<file path="config.mk">
export PLATFORM = sky130hd
export DESIGN_NAME = bts_coord
export DESIGN_NICKNAME = d
export VERILOG_FILES = /design/src/hdl/bts_pkg.sv /design/src/hdl/bts_coord.sv
export SDC_FILE = /design/constraint.sdc
export NUM_CORES = 1
export LEC_CHECK = 0
export ABC_CLOCK_PERIOD_IN_PS = 4800
export BUFFER_PORTS_ARGS = -buffer_cell sky130_fd_sc_hd__buf_2
export CAP_MARGIN = 20
export CORE_MARGIN = 2
export CORE_UTILIZATION = 60
export CTS_BUF_LIST = sky130_fd_sc_hd__clkbuf_2 sky130_fd_sc_hd__clkbuf_4 sky130_fd_sc_hd__clkbuf_8
export CTS_CLUSTER_DIAMETER = 100
export DETAILED_ROUTE_END_ITERATION = 8
export GPL_ROUTABILITY_DRIVEN = 0
export PLACE_DENSITY = 0.87
export SLEW_MARGIN = 20
export SYNTH_ARGS = -nofsm -noshare
export SYNTH_HDL_FRONTEND = slang
export SYNTH_SLANG_ARGS = --single-unit
export TNS_END_PERCENT = 1
</file>
<file path="constraint.sdc">
create_clock -name clk_i -period 4.8 [get_ports clk_i]
set_input_delay 0.96 -clock clk_i [delete_from_list [all_inputs] [get_ports clk_i]]
set_output_delay 0.96 -clock clk_i [all_outputs]
set_load 0.01 [all_outputs]
</file>
<file path="src/hdl/bts_pkg.sv">
// Shared types and constants of the bilinear texture sampler.
// No dependencies; every other file but bts_ram refers to it by scoped names.
`timescale 1ns / 1ps

package bts_pkg;

  // Command codes on func_i
  typedef enum logic {
    FUNC_WRITE  = 1'b0,
    FUNC_SAMPLE = 1'b1
  } func_e;

  // Configuration register indexes
  typedef enum logic {
    CFG_TEX_WIDTH  = 1'b0,
    CFG_TEX_HEIGHT = 1'b1
  } cfg_idx_e;

  // Width of a clamped Q.16 coordinate (0..1.0 inclusive)
  localparam int Q16_W = 17;
  localparam logic [Q16_W-1:0] ONE_Q16 = 17'h10000;

  localparam int CFG_W   = 9;
  localparam int TEXEL_W = 24;
  localparam int CHAN_W  = 8;
  localparam int OUT_W   = 16;

  localparam logic [CFG_W-1:0] SIZE_RESET = 9'd256;

  // Pipeline tag of one beat
  typedef struct packed {
    logic  valid;
    func_e func;
  } ctl_t;

  // Texel write fields
  typedef struct packed {
    logic [7:0]         x;
    logic [7:0]         y;
    logic [TEXEL_W-1:0] rgb;
  } wr_t;

endpackage

</file>
<file path="src/hdl/bts_coord.sv">
// Coordinate stages: clamp u and v, flip v, then scale both to texel positions in Q.16.
// Depends on bts_pkg.
`timescale 1ns / 1ps

module bts_coord #(
  parameter int MAX_WIDTH  = 256,
  parameter int MAX_HEIGHT = 256,
  localparam int XW  = $clog2(MAX_WIDTH),
  localparam int YW  = $clog2(MAX_HEIGHT),
  localparam int PUW = bts_pkg::Q16_W + XW,
  localparam int PVW = bts_pkg::Q16_W + YW
) (
  input  logic               clk_i,
  input  logic               rst_ni,
  input  bts_pkg::ctl_t      ctl_i,
  input  bts_pkg::wr_t       wr_i,
  input  logic signed [17:0] coord_u_i,
  input  logic signed [17:0] coord_v_i,
  input  logic [XW-1:0]      wm1_i,
  input  logic [YW-1:0]      hm1_i,
  output bts_pkg::ctl_t      ctl_o,
  output bts_pkg::wr_t       wr_o,
  output logic [PUW-1:0]     pu_o,
  output logic [PVW-1:0]     pv_o
);

  // Negative reads as 0, anything above 1.0 as 1.0
  function automatic logic [bts_pkg::Q16_W-1:0] clamp_q16(logic [17:0] c);
    logic [bts_pkg::Q16_W-1:0] r;
    if (c[17]) begin
      r = '0;
    end else if (c[16] && (c[15:0] != '0)) begin
      r = bts_pkg::ONE_Q16;
    end else begin
      r = c[16:0];
    end
    return r;
  endfunction

  bts_pkg::ctl_t             s1_ctl_q, s2_ctl_q;
  bts_pkg::wr_t              s1_wr_q, s2_wr_q;
  logic [bts_pkg::Q16_W-1:0] s1_u_q, s1_vinv_q;
  logic [bts_pkg::Q16_W-1:0] u_d, vinv_d;
  logic [PUW-1:0]            s2_pu_q, pu_d;
  logic [PVW-1:0]            s2_pv_q, pv_d;

  always_comb begin
    u_d    = clamp_q16(coord_u_i);
    vinv_d = bts_pkg::ONE_Q16 - clamp_q16(coord_v_i);
    pu_d   = PUW'(s1_u_q) * PUW'(wm1_i);
    pv_d   = PVW'(s1_vinv_q) * PVW'(hm1_i);
  end

  always_ff @(posedge clk_i or negedge rst_ni) begin
    if (!rst_ni) begin
      s1_ctl_q <= '0;
      s2_ctl_q <= '0;
    end else begin
      s1_ctl_q <= ctl_i;
      s2_ctl_q <= s1_ctl_q;
    end
  end

  always_ff @(posedge clk_i) begin
    s1_wr_q   <= wr_i;
    s1_u_q    <= u_d;
    s1_vinv_q <= vinv_d;
    s2_wr_q   <= s1_wr_q;
    s2_pu_q   <= pu_d;
    s2_pv_q   <= pv_d;
  end

  assign ctl_o = s2_ctl_q;
  assign wr_o  = s2_wr_q;
  assign pu_o  = s2_pu_q;
  assign pv_o  = s2_pv_q;

endmodule

</file>
==> impl_metrics.csv <==
group,metric,value,unit
status,outcome,"completed",
synthesis,yosysUniqueCellTypes,53,
grt,grt_use_total,27.2,%
grt,grt_max_degree,22,
timing,final.setup.tns,0,ns
floorplan,pin_count,188,
grt,overflow,0,
cells_and_area,num-nets-final,1922,
worst_setup_path,rr_worst_depth,17,
worst_setup_path,critPathKind,"in -> reg",
synthesis,synthArstFlopShare,2.38,%
cells_and_area,fin_util,74.7,%
floorplan,coreArea,0.0204,sq mm
timing,hold_ws,0.256,ns
cts,cts.sinks,168,
cells_and_area,layout-drive-gt1-share,23.3,%
grt,antenna_found_initial,8,
cells_and_area,final_area,0.0153,sq mm
drt,wire_per_inst,15.8,um
drt,postRouteWirelength,29100,um
synthesis,synthCells,1269,
synthesis,netlist_area,0.0126,sq mm
power,powerDensity,375,mW/mm^2
synthesis,seq_area_frac_synth,26.9,%
worst_setup_path,setup.worst_path.start_class,"input pin",
floorplan,start_util,61.6,%
timing,max_freq,209,MHz
grt,grt_pass1_vias,10400,
synthesis,synth-edff-count,0,
timing,relSlewSlack,36.1,%
worst_setup_path,end_kind,"flop",
placement,placement.io_buffers,187,
worst_setup_path,r2r_setup_slack,0.12,ns
placement,dp_cells,1801,
floorplan,die_area,0.0222,sq mm
cts,cts.htree.levels,4,
floorplan,die_w,149,um
timing,slew_viol_final,0,
synthesis,synth_nets,1636,
cts,cts-hold-fix-buffers,0,
timing,worstMarginPinSlew,0.951,ns
timing,skew,0.0215,ns
power,power.total,5.71,mW
drt,drc_errors,0,
cells_and_area,fillers,1337,
timing,fin_crit_sh,99.5,%
cts,cts_buffers,17,
drt,vias,9650,
worst_setup_path,cp.required,5.16,ns
timing,hold_viol_final,0,
floorplan,die_height,149,um
timing,period_minus_slack,4.78,ns
synthesis,ys_seq_elements,168,
drt,dr.pass1.iters,5,
worst_setup_path,regToRegEndpoint,"pv_o[22]",
power,peakVddDrop,0.248,mV
synthesis,synthFlopType,"dfxtp_1",
cts,worstSkewPairLatency,0.48,ns
hold_path,holdCritPathClass,"in -> async",
cts,root_buffer,"clkbuf_8",
placement,place_area,0.0146,sq mm
cells_and_area,final_cells,1845,
worst_setup_path,path_max_fanout,9,
timing,rsz0062_at_grt,"yes",
cts,cts.reportedPaths.clkPinSlew,0.12,ns
cts,cts_tree,"yes",
drt,viasPerCell,5.23,
timing,finalWorstSetupSlack,0.0226,ns
worst_setup_path,cp.arrival,5.13,ns
synthesis,synth_warnings,0,
timing,finalSetupViolations,0,
cts,clk_path_buf_depth,2,
worst_setup_path,r2r-start,"s1_vinv_q[3]",
placement,post-dp-hpwl,23300,um
placement,preCtsSetupSlack,-0.594,ns
flow_run,cap_viol_max_count,0,
power,p_leak,7.92,nW
synthesis,synth_area_per_cell,9.92,sq um
floorplan,fp-row-count,52,
cells_and_area,synthToLayoutAreaGrowth,21.2,%
grt,grt_pass1_wl,47600,um
drt,final_antenna_net_count,0,
drt,drt-initial-drc-count,466,
-- cells in the final DEF, fill, tap and decap left out, drive strengths merged, types with 8 or more instances in the layout --
cell,synthesis,routed
a21o,17,17
a21oi,44,44
a31oi,8,8
and2,237,237
buf,3,288
clkbuf,21,20
dfxtp,164,164
fa,180,180
ha,91,91
inv,219,229
nand2,82,82
nand2b,10,10
nand3,8,8
nor2,26,26
nor2b,9,9
nor3,11,11
o21ai,23,23
xnor2,24,24
xor2,16,16
-- cell families after synthesis --
group,after synthesis,synth area share [%]
AND/OR/NAND/NOR,414,18.5
adder cells (fa/ha/maj),271,37.7
buffers and inverters,243,7.35
flip-flops,168,26.9
AO/OA/AOI/OAI,130,6.56
XOR/XNOR,40,2.78
multiplexers,3,0.239
-- flip-flops by register name, indices dropped and copies added (netlist names) --
name,cells
s1_ctl_q,2
s1_u_q,17
s1_vinv_q,17
pu_o,25
wr_o,40
ctl_o,2
pv_o,25
s1_wr_q,40
-- worst max-delay path by stage --
stage / depth (start not counted) / to / start
2_1_floorplan: 17 / pv_o[24] / hm1_i[7]
3_3_place_gp: 17 / pu_o[23] / wm1_i[2]
3_5_place_dp: 17 / pu_o[23] / wm1_i[3]
4_1_cts: 19 / pv_o[21] / hm1_i[2]
5_1_grt: 19 / pv_o[23] / hm1_i[3]
6_report: 18 / pv_o[24] / hm1_i[3]
-- final cells by class --
cell class / count / area, sq um / share of cell area, %
repair buffers: 291 / 1750 / 11.5
flip-flops and latches: 168 / 3380 / 22.2
clock buffers: 17 / 234 / 1.53
inverters: 219 / 822 / 5.39
multi-input cells: 858 / 8500 / 55.7
well taps: 270 / 338 / 2.21
clock inverters: 15 / 206 / 1.35
diodes: 7 / 17.5 / 0.115
-- worst max-delay path: stages --
cell     delay (ns)
buf_2          0.15
buf_4          0.15
and2_1         0.16
fa_1           0.52
fa_1           0.44
fa_1           0.49
inv_1          0.05
fa_1           0.49
inv_2          0.05
ha_4           0.23
a21oi_4        0.13
nand2_1        0.08
nor4_2         0.33
o22ai_2        0.18
a21oi_4        0.26
o31ai_4        0.09
o41ai_2        0.31
a31oi_1        0.06
-- synthesized netlist by cell type (3+ instances only) --
library cell / count / area (sq um)
nor2_1: 26 / 97.6
inv_1: 219 / 822
nor2b_1: 9 / 56.3
a211oi_1: 4 / 30.0
a31oi_1: 8 / 50.1
ha_1: 91 / 1140
nand3b_1: 4 / 30.0
o22ai_1: 5 / 31.3
xnor2_1: 24 / 210
nor4_1: 7 / 43.8
and3_1: 3 / 18.8
nand3_1: 8 / 40.0
o31ai_1: 6 / 45.0
nand2b_1: 10 / 62.6
nor3_1: 10 / 50.1
nand4_1: 4 / 25.0
clkbuf_1: 21 / 78.8
a21o_1: 17 / 128
a21boi_0: 3 / 22.5
a21oi_1: 43 / 215
fa_1: 180 / 3600
o41ai_1: 3 / 26.3
o21a_1: 5 / 37.5
xor2_1: 16 / 140
o21ai_0: 23 / 115
and2_1: 237 / 1480
nand2_1: 82 / 308
mux2i_1: 3 / 30.0
dfrtp_1: 4 / 100
dfxtp_1: 164 / 3280
-- power by group --
part / leakage [nW] / total [mW] / internal, mW / switching, mW
Combinational: 6.28 / 2.91 / 1.42 / 1.49
Clock: 0.218 / 1.10 / 0.422 / 0.680
Sequential: 1.42 / 1.70 / 1.61 / 0.0914
Total: 7.92 / 5.71 / 3.45 / 2.26
-- metal layers --
metal	GRT usage [%]	routed length, um	up-vias
li1	-	-	4514
met1	30.9	11200	4715
met2	49.6	15100	347
met3	5.69	1900	70
met4	11.9	907	4
met5	0	28	-
-- timing repair --
| item | CTS | global route |
|---|---|---|
| pin swaps | 0 | 20 |
| gates resized for setup | 1 | 32 |
| setup buffers | 0 | 5 |
| cloned | 0 | 0 |
| setup endpoints to repair | 3 | 16 |
Note: power is estimated with default switching activity, not from simulation.
