## src/hdl/bts_pkg.sv

```systemverilog
// Shared types and constants of the bilinear texture sampler.
// No dependencies; every other file but bts_ram refers to it by scoped names.
`timescale 1ns / 1ps

package bts_pkg;

  // Command codes on func_i
  typedef enum logic {
    FUNC_WRITE  = 1'b0,
    FUNC_SAMPLE = 1'b1
  } func_e;

  // Configuration register indexes
  typedef enum logic {
    CFG_TEX_WIDTH  = 1'b0,
    CFG_TEX_HEIGHT = 1'b1
  } cfg_idx_e;

  // Width of a clamped Q.16 coordinate (0..1.0 inclusive)
  localparam int Q16_W = 17;
  localparam logic [Q16_W-1:0] ONE_Q16 = 17'h10000;

  localparam int CFG_W   = 9;
  localparam int TEXEL_W = 24;
  localparam int CHAN_W  = 8;
  localparam int OUT_W   = 16;

  localparam logic [CFG_W-1:0] SIZE_RESET = 9'd256;

  // Pipeline tag of one beat
  typedef struct packed {
    logic  valid;
    func_e func;
  } ctl_t;

  // Texel write fields
  typedef struct packed {
    logic [7:0]         x;
    logic [7:0]         y;
    logic [TEXEL_W-1:0] rgb;
  } wr_t;

endpackage

```

## src/hdl/bts_blend.sv

```systemverilog
// Blend stages: horizontal blend of each row pair, then vertical blend to Q8.8.
// Depends on bts_pkg.
`timescale 1ns / 1ps

module bts_blend (
  input  logic                        clk_i,
  input  logic                        rst_ni,
  input  logic                        valid_i,
  input  logic [7:0]                  fu_i,
  input  logic [7:0]                  fv_i,
  input  logic [bts_pkg::TEXEL_W-1:0] tex00_i,
  input  logic [bts_pkg::TEXEL_W-1:0] tex10_i,
  input  logic [bts_pkg::TEXEL_W-1:0] tex01_i,
  input  logic [bts_pkg::TEXEL_W-1:0] tex11_i,
  output logic                        valid_o,
  output logic [bts_pkg::OUT_W-1:0]   red_o,
  output logic [bts_pkg::OUT_W-1:0]   green_o,
  output logic [bts_pkg::OUT_W-1:0]   blue_o
);

  logic [8:0] wu0, wu1, wv0, wv1;

  logic [bts_pkg::OUT_W-1:0] top_d [3];
  logic [bts_pkg::OUT_W-1:0] bot_d [3];
  logic [bts_pkg::OUT_W-1:0] top_q [3];
  logic [bts_pkg::OUT_W-1:0] bot_q [3];
  logic [bts_pkg::OUT_W-1:0] res_d [3];
  logic [bts_pkg::OUT_W-1:0] res_q [3];
  logic [7:0]                s4_fv_q;
  logic                      s4_valid_q, s5_valid_q;

  always_comb begin
    wu1 = {1'b0, fu_i};
    wu0 = 9'd256 - wu1;
    wv1 = {1'b0, s4_fv_q};
    wv0 = 9'd256 - wv1;
    // Channel 0 is red in the top byte
    for (int k = 0; k < 3; k++) begin
      top_d[k] = 16'(17'(tex00_i[16-8*k +: 8]) * 17'(wu0) +
                     17'(tex10_i[16-8*k +: 8]) * 17'(wu1));
      bot_d[k] = 16'(17'(tex01_i[16-8*k +: 8]) * 17'(wu0) +
                     17'(tex11_i[16-8*k +: 8]) * 17'(wu1));
      res_d[k] = 16'((25'(top_q[k]) * 25'(wv0) + 25'(bot_q[k]) * 25'(wv1)) >> 8);
    end
  end

  always_ff @(posedge clk_i or negedge rst_ni) begin
    if (!rst_ni) begin
      s4_valid_q <= 1'b0;
      s5_valid_q <= 1'b0;
    end else begin
      s4_valid_q <= valid_i;
      s5_valid_q <= s4_valid_q;
    end
  end

  always_ff @(posedge clk_i) begin
    s4_fv_q <= fv_i;
    top_q   <= top_d;
    bot_q   <= bot_d;
    res_q   <= res_d;
  end

  assign valid_o = s5_valid_q;
  assign red_o   = res_q[0];
  assign green_o = res_q[1];
  assign blue_o  = res_q[2];

endmodule

```

## config.mk

```make
export PLATFORM = sky130hd
export DESIGN_NAME = bts_blend
export DESIGN_NICKNAME = d
export VERILOG_FILES = /design/src/hdl/bts_pkg.sv /design/src/hdl/bts_blend.sv
export SDC_FILE = /design/constraint.sdc
export NUM_CORES = 2
export LEC_CHECK = 0
export BUFFER_PORTS_ARGS = -buffer_cell sky130_fd_sc_hd__clkbuf_2
export CORE_UTILIZATION = 55
export CTS_BUF_LIST = sky130_fd_sc_hd__clkbuf_4 sky130_fd_sc_hd__clkbuf_8 sky130_fd_sc_hd__clkbuf_16
export CTS_CLUSTER_SIZE = 28
export DETAILED_ROUTE_END_ITERATION = 7
export PLACE_DENSITY_LB_ADDON = 0.08
export SKIP_LAST_GASP = 1
export SYNTH_ARGS = -nofsm -noshare
export SYNTH_HDL_FRONTEND = slang
export SYNTH_SLANG_ARGS = --single-unit
```

## constraint.sdc

```tcl
create_clock -name clk_i -period 19.1 [get_ports clk_i]
set_input_delay 1.91 -clock clk_i [delete_from_list [all_inputs] [get_ports clk_i]]
set_output_delay 1.91 -clock clk_i [all_outputs]
set_load 0.02 [all_outputs]
```

==> impl_summary.txt <==
----------------------------------------------------
[CTS]
  Clock tree root buffer cell ... sky130_fd_sc_hd__clkbuf_16
  CTS tree ... yes
  Number of clock buffers inserted by TritonCTS ... 17
  Hold buffer count at cts ... 0
  Clock transition at path regs ... 70 ps
  Maximum number of buffers from clock root to sink ... 2
  Number of buffers inserted by post-CTS setup repair ... 0
  H-tree levels ... 4
  Clk Latency, worst-skew pair ... 510 ps
  Number of gates given a new drive strength after cts ... 0
  Clock sink count ... 154

[Worst setup path]
  Req. time, crit path ... 19,470 ps
  Critical setup path kind ... in -> reg
  Critical Path Start Type ... input port
  Crit path arrival time ... 9650 ps
  End of the worst register-to-register path ... green_o[14]
  Reg2Reg Launch Point ... s4_fv_q[0]
  Critical path capture point type ... flip-flop
  Maximum net fanout on the critical path ... 50
  Worst setup slack for register-to-register paths ... 10,570 ps
  Worst-case reg-to-reg path depth ... 23

[Timing]
  RSZ-0062 raised after global routing ... no
  Worst Skew ... 15.4 ps
  Sum of negative setup slack ... 0 ps
  Slew at the pin with the worst max-slew slack ... 1200 ps
  Peak Freq ... 108 MHz
  Final-report hold violation count ... 0
  Pins over their slew limit ... 0
  Minimum clock period ... 9280 ps
  Final setup viols ... 0
  Period utilization ... 48.6%
  Rel. slew slack ... 19.4%

[Layout]
  Nets ... 8,064
  Most common cell after layout, fill and taps aside ... sky130_fd_sc_hd__inv_1
  Share of final-layout standard cells stronger than drive strength 1 ... 4.54%
  Layout Area Growth over Synthesis ... 4.59%
  Fill cells ... 9,178
  Most frequent cells in the layout ... 1,648 x sky130_fd_sc_hd__inv_1, 1,266 x sky130_fd_sc_hd__fa_1, 867 x sky130_fd_sc_hd__and2_1

[Floorplanning]
  Initial cell density of the core ... 55.8%
  Core area ... 99,000 um^2
  Vertical extent of the die ... 319 um
  Top-Level Pins ... 164
  Total Die Area ... 102,000 um^2
  Site row count ... 115
  Die X ... 319 um

[Logic synthesis]
  Share of async-settable or async-resettable flops after synthesis ... 1.30%
  Mean instance size in the synthesized netlist ... 9.05 um^2
  Warnings, synthesis ... 0
  EDFF count, synth ... 0
  Yosys reg bits ... 154
  Net Count, Synth ... 8,081
  Number of different library cells in the post-synthesis netlist ... 62
  Number of instances in the synthesized netlist ... 6,101
  Primary FF master, synth ... sky130_fd_sc_hd__dfxtp_1
  Sequential-to-total area share from yosys stat ... 5.60%
  Cell area after technology mapping ... 55,200 um^2

[Routing]
  Total Wirelength ... 135,000 um
  Routed Antenna Nets ... 0
  Detailed Route Iter0 Violations ... 1,931
  DRC Markers ... 0
  Post-DR wirelength/cell ... 18.3 um
  Number of detailed-routing iterations run before antenna repair ... 7
  Via density per instance ... 5.16
  Vias ... 38,100

[Global routing]
  Via count of the first global-routing pass ... 41,400
  Maximum number of pins on one net before global-route repair ... 70
  First-pass GRT wire length ... 223,000 um
  Aggregate global routing overflow ... 0
  Antenna violations before repair ... 6
  Overall track demand over capacity in global routing ... 28.3%

[Placed design]
  Input/output buffers ... 163
  HPWL reported at the end of detailed placement ... 109,000 um
  Routability-driven placement congestion ratio ... 0.911

[Hold path]
  Hold path endpoint ... valid_o
  Worst hold path type ... reg -> reg
  Launch instance of the worst min-delay path ... s4_valid_q
  Number of stages on the worst hold path ... 0

[Outcome]
  Run status ... finished, final reports clean

[Flow run]
  Number of violations of the max-capacitance limit ... 0

----------------------------------------------------
[layer usage]
layer  track usage (%)  vias to the layer above  part of all wire, %
met5                 0                        -               0.0096
met4              6.36                        2                  1.9
met3              2.81                      126                  4.3
met2              48.9                      800                   49
met1              38.4                    19800                   44
li1                  -                    17400                    -
[worst max-delay path, cell delays in order]
cell and delay, ps:
sky130_fd_sc_hd__clkbuf_2 80, sky130_fd_sc_hd__buf_4 270, sky130_fd_sc_hd__inv_1 160, sky130_fd_sc_hd__ha_2 210, sky130_fd_sc_hd__nand2_1 140, sky130_fd_sc_hd__or3_1 450
sky130_fd_sc_hd__xor2_4 830, sky130_fd_sc_hd__buf_4 500, sky130_fd_sc_hd__nand2_1 130, sky130_fd_sc_hd__fa_1 510, sky130_fd_sc_hd__fa_1 550, sky130_fd_sc_hd__inv_1 50
sky130_fd_sc_hd__fa_1 480, sky130_fd_sc_hd__fa_1 470, sky130_fd_sc_hd__fa_1 530, sky130_fd_sc_hd__inv_1 50, sky130_fd_sc_hd__fa_1 470, sky130_fd_sc_hd__inv_1 40
sky130_fd_sc_hd__ha_1 340, sky130_fd_sc_hd__and2_1 160, sky130_fd_sc_hd__o21ai_0 170, sky130_fd_sc_hd__o31ai_1 110, sky130_fd_sc_hd__or4_1 450, sky130_fd_sc_hd__a41o_1 230
sky130_fd_sc_hd__a21oi_1 170, sky130_fd_sc_hd__xnor2_1 90
[worst max-delay path by stage]
stage / from / endpoint / slack [ps] / depth (start not counted)
4_1_cts: fu_i[1] / bot_q[15] / 9860 / 26
2_1_floorplan: fu_i[0] / bot_q[15] / 10730 / 26
5_1_grt: fu_i[1] / bot_q[15] / 9420 / 26
6_report: fu_i[1] / bot_q[15] / 9820 / 26
3_3_place_gp: fu_i[1] / bot_q[15] / 9490 / 26
3_5_place_dp: fu_i[1] / bot_q[15] / 9350 / 26
[metrics by stage]
step	setup slack (ps)	std cells	hold slack [ps]	area (um^2)	utilization, %
floorplan	10730	6101	331	55200	-
detailed placement	9350	7352	337	57200	57.8
finish	9820	7385	351	57800	58.4
CTS	9860	7383	354	57800	58.4
global placement	9490	7352	337	57200	57.8
global route	9420	7384	370	57800	58.4
[state kept, by name, summed over array words and instances, names as in the netlist]
signal	cells
blue_o	16
red_o	16
s4_valid_q	1
top_q	48
s4_fv_q	8
green_o	16
valid_o	1
bot_q	48
[cells in the mapped netlist (all sizes together) (2+ instances only)]
library cell	count	area share, %
inv	1648	11
fa	1266	46
and2	867	9.8
nand2	788	5.4
ha	599	14
clkbuf	195	1.3
dfxtp	152	5.5
xnor2	134	2.1
nor2	63	0.44
a21oi	58	0.58
xor2	50	0.79
buf	41	0.28
nand3	27	0.24
nor3	23	0.21
o21ai	23	0.22
a21o	22	0.30
o21bai	15	0.21
o21a	12	0.16
o31ai	11	0.18
nand4	10	0.11
nor2b	9	0.10
a211oi	8	0.13
and3	8	0.091
nand2b	7	0.079
or3	7	0.079
a31oi	6	0.068
a311oi	5	0.091
or2	5	0.057
a2111oi	4	0.12
o2111ai	4	0.063
or4	4	0.054
a31o	3	0.048
a41o	3	0.054
nand3b	3	0.041
o211ai	3	0.066
o41ai	3	0.048
dfrtp	2	0.091
nor4	2	0.023
o311a	2	0.036
[cells by family after synthesis]
family | Yosys count | synth area share, %
XOR/XNOR | 184 | 2.92
AND/OR/NAND/NOR | 1825 | 16.7
adder cells (fa/ha/maj) | 1865 | 59.5
flip-flops | 154 | 5.60
buffers and inverters | 1884 | 12.8
AO/OA/AOI/OAI | 189 | 2.49
[final cells by class]
class                           instances  area [um^2]  share of cell area [%]
Inverter                             1648         6190                    10.7
Multi-Input combinational cell       4063        45200                    78.3
Clock buffer                           17          425                   0.736
Antenna cell                            2         5.00                 0.00866
Clock inverter                         14          114                   0.197
Sequential cell                       154         3100                    5.37
Tap cell                             1287         1610                    2.79
Timing Repair Buffer                  200         1100                    1.90
Power is not shown: default switching activity piles up to over one toggle a cycle in this logic, so the estimate is an artifact.
